==> src/rtl/bcfr_pkg.sv <==
// ----------------------------------------------------------------------------
// bcfr_pkg
// Shared constants, types and helpers for the barcode / command frame receiver.
// ----------------------------------------------------------------------------
package bcfr_pkg;

    localparam int FRAME_BYTES = 8;
    localparam int POS_W       = $clog2(FRAME_BYTES + 1);
    localparam int IDX_W       = $clog2(FRAME_BYTES);
    localparam int SUM_W       = 8 + $clog2(FRAME_BYTES);
    localparam int OUT_BYTES   = 8;
    localparam int LEN_W       = 4;
    localparam int LEN_MAX     = 15;

    localparam logic [7:0] ASCII_CR   = 8'd13;
    localparam logic [7:0] ASCII_LF   = 8'd10;
    localparam logic [7:0] DIGIT_LOW  = 8'd47;
    localparam logic [7:0] DIGIT_HIGH = 8'd58;
    localparam logic [7:0] CHECK_BIAS = 8'h30;
    localparam int         CHECK_MOD  = 10;
    localparam int         RECIP_SH   = 16;
    localparam int         MOD_RECIP  = (65536 + CHECK_MOD - 1) / CHECK_MOD;

    localparam logic KIND_BARCODE = 1'b0;
    localparam logic KIND_COMMAND = 1'b1;

    typedef struct packed {
        logic                     valid;
        logic                     kind;
        logic [8*OUT_BYTES-1:0]   bytes;
        logic [LEN_W-1:0]         length;
    } t_result;

    function automatic logic is_term(input logic [7:0] b);
        return (b == ASCII_CR) || (b == ASCII_LF);
    endfunction

    // remainder by ten through a scaled reciprocal
    function automatic logic [3:0] mod10(input logic [SUM_W-1:0] s);
        logic [SUM_W+RECIP_SH-1:0] prod;
        logic [SUM_W-1:0]          q;
        logic [SUM_W+3:0]          qx;
        logic [SUM_W-1:0]          rem;
        prod = (SUM_W+RECIP_SH)'(s) * (SUM_W+RECIP_SH)'(MOD_RECIP);
        q    = prod[SUM_W+RECIP_SH-1:RECIP_SH];
        qx   = (SUM_W+4)'(q) * (SUM_W+4)'(CHECK_MOD);
        rem  = s - qx[SUM_W-1:0];
        return rem[3:0];
    endfunction

    function automatic logic [LEN_W-1:0] sat_len(input logic [POS_W:0] n);
        if (int'(n) > LEN_MAX) begin
            return LEN_W'(LEN_MAX);
        end
        return LEN_W'(n);
    endfunction

endpackage

==> src/rtl/bcfr_core.sv <==
// ----------------------------------------------------------------------------
// bcfr_core
// Frame assembly state: mode, position, barcode and command buffers, and the
// result decision for each item that is advanced.
// ----------------------------------------------------------------------------
module bcfr_core (
    input  logic                i_clk,
    input  logic                i_rst_n,
    input  logic                i_en,
    input  logic [7:0]          i_rx_byte,
    input  logic                i_framing_error,
    output bcfr_pkg::t_result   o_result
);
    import bcfr_pkg::*;

    logic [POS_W-1:0] r_position, n_position;
    logic             r_mode, n_mode;
    logic [7:0]       r_bar [FRAME_BYTES];
    logic [7:0]       n_bar [FRAME_BYTES];
    logic [7:0]       r_cmd [FRAME_BYTES];
    logic [7:0]       n_cmd [FRAME_BYTES];

    logic             pos_zero;
    logic             pos_full;
    logic             digit;
    logic             mode;
    logic             term;
    logic [IDX_W-1:0] wr_idx;
    logic [SUM_W-1:0] sum;
    logic             check_ok;
    t_result          res;

    assign pos_zero = (r_position == '0);
    assign pos_full = (r_position == POS_W'(FRAME_BYTES));
    assign digit    = (i_rx_byte > DIGIT_LOW) && (i_rx_byte < DIGIT_HIGH);
    assign mode     = pos_zero ? ~digit : r_mode;
    assign term     = is_term(i_rx_byte);
    assign wr_idx   = r_position[IDX_W-1:0];

    always_comb begin
        sum = '0;
        for (int k = 0; k < FRAME_BYTES - 1; k++) begin
            sum = sum + SUM_W'(r_bar[k]);
        end
    end

    assign check_ok = (r_bar[FRAME_BYTES-1] == CHECK_BIAS + 8'(mod10(sum)));

    always_comb begin
        n_position = r_position;
        n_mode     = r_mode;
        n_bar      = r_bar;
        n_cmd      = r_cmd;
        res        = '0;
        if (i_framing_error) begin
            n_mode     = KIND_BARCODE;
            n_position = '0;
        end else begin
            n_mode = mode;
            if (mode == KIND_BARCODE) begin
                if (term) begin
                    n_position = '0;
                    if (pos_full && check_ok) begin
                        res.valid  = 1'b1;
                        res.kind   = KIND_BARCODE;
                        res.length = sat_len((POS_W+1)'(FRAME_BYTES));
                        for (int k = 0; k < OUT_BYTES && k < FRAME_BYTES; k++) begin
                            res.bytes[8*k +: 8] = r_bar[k];
                        end
                    end else begin
                        for (int k = 0; k < FRAME_BYTES; k++) begin
                            n_bar[k] = '0;
                        end
                    end
                end else if (!pos_full) begin
                    n_bar[wr_idx] = i_rx_byte;
                    n_position    = r_position + 1'b1;
                end else begin
                    n_position = '0;
                    for (int k = 0; k < FRAME_BYTES; k++) begin
                        n_bar[k] = '0;
                    end
                end
            end else begin
                if (!pos_full) begin
                    n_cmd[wr_idx] = i_rx_byte;
                    if (term) begin
                        n_position = '0;
                        res.valid  = 1'b1;
                        res.kind   = KIND_COMMAND;
                        res.length = sat_len({1'b0, r_position} + 1'b1);
                        for (int k = 0; k < OUT_BYTES && k < FRAME_BYTES; k++) begin
                            if (POS_W'(k) == r_position) begin
                                res.bytes[8*k +: 8] = i_rx_byte;
                            end else if (POS_W'(k) < r_position) begin
                                res.bytes[8*k +: 8] = r_cmd[k];
                            end
                        end
                    end else begin
                        n_position = r_position + 1'b1;
                    end
                end else begin
                    n_position = '0;
                    for (int k = 0; k < FRAME_BYTES; k++) begin
                        n_cmd[k] = '0;
                    end
                end
            end
        end
    end

    always_ff @(posedge i_clk) begin
        if (!i_rst_n) begin
            r_position <= '0;
            r_mode     <= KIND_BARCODE;
            for (int k = 0; k < FRAME_BYTES; k++) begin
                r_bar[k] <= '0;
                r_cmd[k] <= '0;
            end
        end else if (i_en) begin
            r_position <= n_position;
            r_mode     <= n_mode;
            r_bar      <= n_bar;
            r_cmd      <= n_cmd;
        end
    end

    always_comb begin
        o_result       = res;
        o_result.valid = res.valid & i_en;
    end

    a_pos_range: assert property (@(posedge i_clk) disable iff (!i_rst_n)
        r_position <= POS_W'(FRAME_BYTES))
        else $error("position beyond frame size");

    a_ferr_reset: assert property (@(posedge i_clk) disable iff (!i_rst_n)
        (i_en && i_framing_error) |=> (r_position == '0 && r_mode == KIND_BARCODE))
        else $error("framing error did not restart the frame");

    a_ferr_silent: assert property (@(posedge i_clk) disable iff (!i_rst_n)
        (i_en && i_framing_error) |-> !o_result.valid)
        else $error("result on a framing error");

    a_emit_restart: assert property (@(posedge i_clk) disable iff (!i_rst_n)
        o_result.valid |=> (r_position == '0))
        else $error("position not cleared after a result");

    a_bar_len: assert property (@(posedge i_clk) disable iff (!i_rst_n)
        (o_result.valid && o_result.kind == KIND_BARCODE) |->
        (o_result.length == sat_len((POS_W+1)'(FRAME_BYTES)) &&
         r_position == POS_W'(FRAME_BYTES)))
        else $error("barcode result from a partial frame");

endmodule

==> src/rtl/barcode_command_frame_receiver.sv <==
// ----------------------------------------------------------------------------
// barcode_command_frame_receiver
// Assembles received serial bytes into checked barcode frames and commands.
// ----------------------------------------------------------------------------
// Input channel: i_valid / o_ready with i_rx_byte and i_framing_error, one
// received byte per item. Output channel: o_valid / i_ready with o_frame_kind,
// o_frame_bytes and o_frame_length, one item per completed barcode frame or
// command; most input items produce no output item.
// Path: an accepted byte is held in the input register until it can advance;
// the frame logic then updates state and loads the output register, so a
// result is registered there once the terminator byte advances.
// One byte per cycle unless stalled; the barcode checksum (seven-byte add and
// remainder by ten) sits in the single stage between the two registers.
// Reset (synchronous, active low) empties both registers, selects barcode
// mode, sets the position to zero and clears both frame buffers.
// When the output is stalled with a result waiting, the input register still
// takes one byte and then holds it; o_ready drops until the result is taken.
// ----------------------------------------------------------------------------
module barcode_command_frame_receiver (
    input  logic                                 i_clk,
    input  logic                                 i_rst_n,
    input  logic                                 i_valid,
    output logic                                 o_ready,
    input  logic [7:0]                           i_rx_byte,
    input  logic                                 i_framing_error,
    output logic                                 o_valid,
    input  logic                                 i_ready,
    output logic                                 o_frame_kind,
    output logic [8*bcfr_pkg::OUT_BYTES-1:0]     o_frame_bytes,
    output logic [bcfr_pkg::LEN_W-1:0]           o_frame_length
);
    import bcfr_pkg::*;

    logic                   r_in_valid;
    logic [7:0]             r_in_byte;
    logic                   r_in_ferr;
    logic                   r_out_valid;
    logic                   r_out_kind;
    logic [8*OUT_BYTES-1:0] r_out_bytes;
    logic [LEN_W-1:0]       r_out_len;
    logic                   advance;
    t_result                result;

    assign advance = r_in_valid && (!r_out_valid || i_ready);
    assign o_ready = !r_in_valid || advance;

    bcfr_core u_core (
        .i_clk           (i_clk),
        .i_rst_n         (i_rst_n),
        .i_en            (advance),
        .i_rx_byte       (r_in_byte),
        .i_framing_error (r_in_ferr),
        .o_result        (result)
    );

    always_ff @(posedge i_clk) begin
        if (!i_rst_n) begin
            r_in_valid  <= 1'b0;
            r_out_valid <= 1'b0;
        end else begin
            if (o_ready) begin
                r_in_valid <= i_valid;
            end
            if (advance) begin
                r_out_valid <= result.valid;
            end else if (i_ready) begin
                r_out_valid <= 1'b0;
            end
        end
        if (o_ready && i_valid) begin
            r_in_byte <= i_rx_byte;
            r_in_ferr <= i_framing_error;
        end
        if (result.valid) begin
            r_out_kind  <= result.kind;
            r_out_bytes <= result.bytes;
            r_out_len   <= result.length;
        end
    end

    assign o_valid        = r_out_valid;
    assign o_frame_kind   = r_out_kind;
    assign o_frame_bytes  = r_out_bytes;
    assign o_frame_length = r_out_len;

    a_no_overwrite: assert property (@(posedge i_clk) disable iff (!i_rst_n)
        (r_out_valid && !i_ready) |-> !result.valid)
        else $error("result produced while output is stalled");

    a_in_hold: assert property (@(posedge i_clk) disable iff (!i_rst_n)
        (r_in_valid && !advance) |=> r_in_valid)
        else $error("held input item lost");

    a_len_nonzero: assert property (@(posedge i_clk) disable iff (!i_rst_n)
        r_out_valid |-> (r_out_len != '0))
        else $error("output item with zero length");

endmodule
==> config.mk <==
export PLATFORM = sky130hd
export DESIGN_NAME = barcode_command_frame_receiver
export DESIGN_NICKNAME = d
export VERILOG_FILES = /design/src/rtl/bcfr_pkg.sv /design/src/rtl/bcfr_core.sv /design/src/rtl/barcode_command_frame_receiver.sv
export SDC_FILE = /design/constraint.sdc
export NUM_CORES = 1
export LEC_CHECK = 0
export BUFFER_PORTS_ARGS = -buffer_cell sky130_fd_sc_hd__buf_2
export CORE_MARGIN = 2
export CORE_UTILIZATION = 66
export DETAILED_ROUTE_END_ITERATION = 8
export PLACE_DENSITY = 0.9
export SLEW_MARGIN = 30
export SYNTH_ARGS = -nofsm -noshare
export SYNTH_HDL_FRONTEND = slang
export SYNTH_SLANG_ARGS = --single-unit
==> constraint.sdc <==
create_clock -name i_clk -period 33.6 [get_ports i_clk]
set_clock_uncertainty 0.1 [all_clocks]
set_input_delay 1.68 -clock i_clk [delete_from_list [all_inputs] [get_ports i_clk]]
set_output_delay 1.68 -clock i_clk [all_outputs]
set_load 0.005 [all_outputs]
==> results.md <==
* Wire per inst at 23.3 um
* Floorplan Core Area at between 0.015 and 0.02 mm^2
* DIE AREA at between 0.02 and 0.025 mm^2
* Number of placement rows at 50
* Most used DFF post-synth: sky130_fd_sc_hd__dfxtp_1
* Share of the yosys chip area belonging to registers at about two fifths
* Worst Path Required at between 30 and 40 ns
* Cell leakage power at about 5.5 nW
* Slowest cell delay on critical path at a little over 0.6 ns
* # port buffers at 83
* XOR/XNOR share of the synthesized area at approximately 1.7%
* Via count normalized by instance count at between 6 and 7
* Distinct cells, synth at 52
* Count of hold-fix buffers inserted at cts at 0
* Compound-cell area share of the yosys netlist at 21.8%
* Kind of critical path: reg -> reg
* Sink count of the clock tree at between 200 and 250
* Largest cells by area after synthesis: sky130_fd_sc_hd__dfxtp_1 21%, sky130_fd_sc_hd__edfxtp_1 19%, sky130_fd_sc_hd__fa_1 10%
* Worst vdd ir at 42.3 uV
* Actual transition at the worst max-transition pin at between 1 and 1.5 ns
* Multiplexer share of the synthesized area at 0.792%
* Effective utilization at floorplan at 67.3%
* Filler cells at about 1,200
* Ratio of cells with drive above 1 in the final layout at between 15 and 20%
* Pwr Density at 40.5 mW/mm^2
* Congestion Overflow GR at 0
* GR Util All Layers at between 30% and 40%
* Net count of the mapped netlist at 1,381
* Critical path startpoint category: flip-flop
* Cells after Synth at ~1,200
* Synthesis-to-finish area growth at 11.1%
* Share of the synthesized area in the top cell type at between 20% and 30%
* Cell type with the highest aggregate area in the netlist: sky130_fd_sc_hd__dfxtp_1
* RSZ-0062 raised after global routing: false
* Reported max-cap violation count at 0
* Count of synthesis-stage warnings from yosys at 0
* Final clock period utilization by the worst path at about a third
* Instance area at placement at 0.0132 mm^2
* Number of I/O pins at between 80 and 90
* Flop and latch count out of synthesis at ~210
* Maximum buffer depth of the clock tree at 3
* Asr flop ratio synth at 0%
* Peak Freq at 0.0849 GHz
* Maximum fanout along the worst path at 38
* # nets final at roughly 1,400
* Post-layout minimum cycle time at 11.77 ns
* Wire length reported by the detailed router at 35.6 mm
* Root buf cell: sky130_fd_sc_hd__clkbuf_16
* Initial antenna violation count at 0
* Worst-case headroom to the max-slew limit at between 20 and 25%
* Type of element capturing the critical path: flip-flop
* Diode insertion count for antenna repair at 0
* Count of buffers added by post-CTS timing repair for setup at 0
* Sequential cell area at 0.00504 mm^2
* Area of combinational cells with multiple inputs at approximately 0.0068 mm^2
* Path class of the lowest-slack min-delay path: reg -> reg
* Number of global-route vias before repair at around 10,000
* Die extent in y at around 140 um
* Clock transition at the register clock pins on the worst setup and hold paths after CTS at 0.06 ns
* Width of the chip at approximately 140 um
* Number of pins exceeding their max-slew limit in the final report at 0
* First-pass GRT wire length at roughly 55 mm
* Status: completed
* Detailed-router iteration count before antenna repair at 9
* EDFF count, synth at 78
* Via count at about 10,000
* Count of final setup violators at 0
* Clock tree from TritonCTS: built
* Half-perimeter wire length after detailed placement at 23.9 mm
* Fin worst setup slack at 21.83 ns
* Final hold violations at 0
* Dominant combinational cell family by area after synthesis: compound AO/OA/AOI/OAI gates
* Violation count after the first detailed-route iteration at 1,844
* Final routed DRC violation total at 0
* Placer's final routability congestion estimate at between 1 and 1.5
* Post-Synth Adder-Cell Area at 17.1%
* Largest net degree at the start of global routing at slightly below 80
* Depth of the CTS H-tree at 1
* Number of nets with antenna violations after routing at 0
* Reg-to-reg startpoint: u_core.r_bar[56]
* Cell area after technology mapping at 0.0126 mm^2
* Layout Cell Area excl Fill at 0.0140 mm^2
* Hold Startpoint: u_core.r_bar[6]
* Worst slack, placed at roughly 22 ns
* TNS Setup at 0 ns
* Launch point of the worst path: u_core.r_bar[56]
* Master of the slowest instance on the critical path: sky130_fd_sc_hd__fa_1
* Clk_lat worst skew at ~0.51 ns
* Post-synthesis simple-gate area fraction at around 12%
* Worst EP arrival at 11.83 ns
* Inserted Clock Buffers at 22
* Most prevalent standard cell on the critical path: sky130_fd_sc_hd__fa_1
* Avg Cell Area, Syn at ~10 um^2
* Number of resized instances in the post-cts repair step at 0
[worst max-delay path, delay by kind of cell (launching register included)]
family | cells | cell delay (ns)
adders and majority gates | 14 | 6.12
xor gates and xnor gates | 3 | 0.40
buffers and inverters | 5 | 0.72
muxes | 1 | 0.14
AOI/OAI and AO/OA | 7 | 2.02
and+or+nand+nor | 11 | 1.52
DFF | 1 | 0.41
[metal layers]
layer | track usage, % | up-vias | wire length (um)
met4 | 17.3 | 2 | 1950
met3 | 9.29 | 179 | 4630
met2 | 56.8 | 859 | 16400
met5 | 2.01 | - | 56
met1 | 44.4 | 4878 | 12600
li1 | - | 4490 | -
[cells in the mapped netlist (all sizes together) (6+ instances only)]
master / n
nor3: 11
mux2i: 10
inv: 130
o21ai: 40
nor2: 31
clkbuf: 66
a22o: 20
ha: 72
and3: 20
a21oi: 40
or3: 7
o22ai: 33
fa: 63
o2bb2ai: 56
a21o: 6
o21bai: 7
nand2: 118
dfxtp: 135
nand3: 9
buf: 12
edfxtp: 78
xor2: 8
a22oi: 96
nor2b: 75
o32ai: 32
xnor2: 17
[cell usage in the layout (no fill, tap or decap), types with 3 or more instances in the layout]
master,n
sky130_fd_sc_hd__mux2i_1,10
sky130_fd_sc_hd__inv_1,130
sky130_fd_sc_hd__a22oi_1,96
sky130_fd_sc_hd__o2bb2ai_1,6
sky130_fd_sc_hd__and3_1,20
sky130_fd_sc_hd__bufinv_16,3
sky130_fd_sc_hd__buf_2,82
sky130_fd_sc_hd__nand2_1,118
sky130_fd_sc_hd__edfxtp_1,78
sky130_fd_sc_hd__o22ai_1,33
sky130_fd_sc_hd__clkbuf_8,4
sky130_fd_sc_hd__o21ai_1,9
sky130_fd_sc_hd__or3_1,6
sky130_fd_sc_hd__xnor2_1,17
sky130_fd_sc_hd__nor4_1,3
sky130_fd_sc_hd__ha_1,72
sky130_fd_sc_hd__clkbuf_16,25
sky130_fd_sc_hd__clkinv_2,6
sky130_fd_sc_hd__nand3_1,9
sky130_fd_sc_hd__nand4_1,5
sky130_fd_sc_hd__dfxtp_1,135
sky130_fd_sc_hd__o21bai_1,7
sky130_fd_sc_hd__xor2_1,8
sky130_fd_sc_hd__or2_2,4
sky130_fd_sc_hd__a22o_1,18
sky130_fd_sc_hd__o2bb2ai_2,50
sky130_fd_sc_hd__a21o_1,4
sky130_fd_sc_hd__buf_4,17
sky130_fd_sc_hd__nor2b_1,75
sky130_fd_sc_hd__and2_1,3
sky130_fd_sc_hd__o32ai_1,32
sky130_fd_sc_hd__nor2_1,31
sky130_fd_sc_hd__fa_1,63
sky130_fd_sc_hd__o21ai_0,30
sky130_fd_sc_hd__nor3_1,10
sky130_fd_sc_hd__a21oi_1,39
sky130_fd_sc_hd__nand2b_1,5
[logic make-up (layout without fill, tap and decap cells)]
logic type,count (synthesis),in the layout
and+or+nand+nor,301,301
muxes,10,10
buffers and inverters,210,274
adders and majority gates,135,135
DFF,213,213
xor gates and xnor gates,25,25
AOI/OAI and AO/OA,339,339
[final cells by class]
class | count | share of cell area, %
repair buffers | 102 | 4.24
multi-input cells | 810 | 48.4
well taps | 234 | 2.09
inverters | 132 | 3.53
flip-flops and latches | 213 | 35.9
clock inverters | 10 | 0.918
clock buffers | 30 | 4.87
[metrics by stage]
| step | hold slack, ns | total power [mW] | util, % | instances |
|---|---|---|---|---|
| detailed placement | 0.368 | 0.302 | 70.2 | 1489 |
| finish | 0.376 | 0.568 | 74.8 | 1531 |
| global route | 0.400 | 0.578 | 74.8 | 1531 |
| floorplan | 0.335 | 0.292 | - | 1233 |
| CTS | 0.379 | 0.565 | 74.5 | 1529 |
| global placement | 0.353 | 0.301 | 70.1 | 1488 |
[where the power goes]
part / total (mW) / switching, mW / internal [mW]
registers: 0.270 / 0.00236 / 0.267
clock network: 0.270 / 0.104 / 0.166
logic: 0.0288 / 0.0204 / 0.00847
[state kept, by name (all words and copies together), names as in the netlist]
signal	count
o_valid	1
o_frame_length	4
u_core.r_position	4
u_core.r_bar	64
o_frame_kind	1
u_core.r_cmd	64
r_in_valid	1
r_in_ferr	1
u_core.r_mode	1
r_in_byte	8
o_frame_bytes	64
[final timing paths]
kind                            end  slack [ns]  cells past startpoint
hold / removal      u_core.r_bar[6]        0.38                      2
setup / recovery  o_frame_bytes[40]       21.83                     41
hold reg to reg     u_core.r_bar[6]        0.38                      2
setup reg to reg  o_frame_bytes[40]       21.83                     41
No activity file was read; power rests on OpenSTA's default activity.
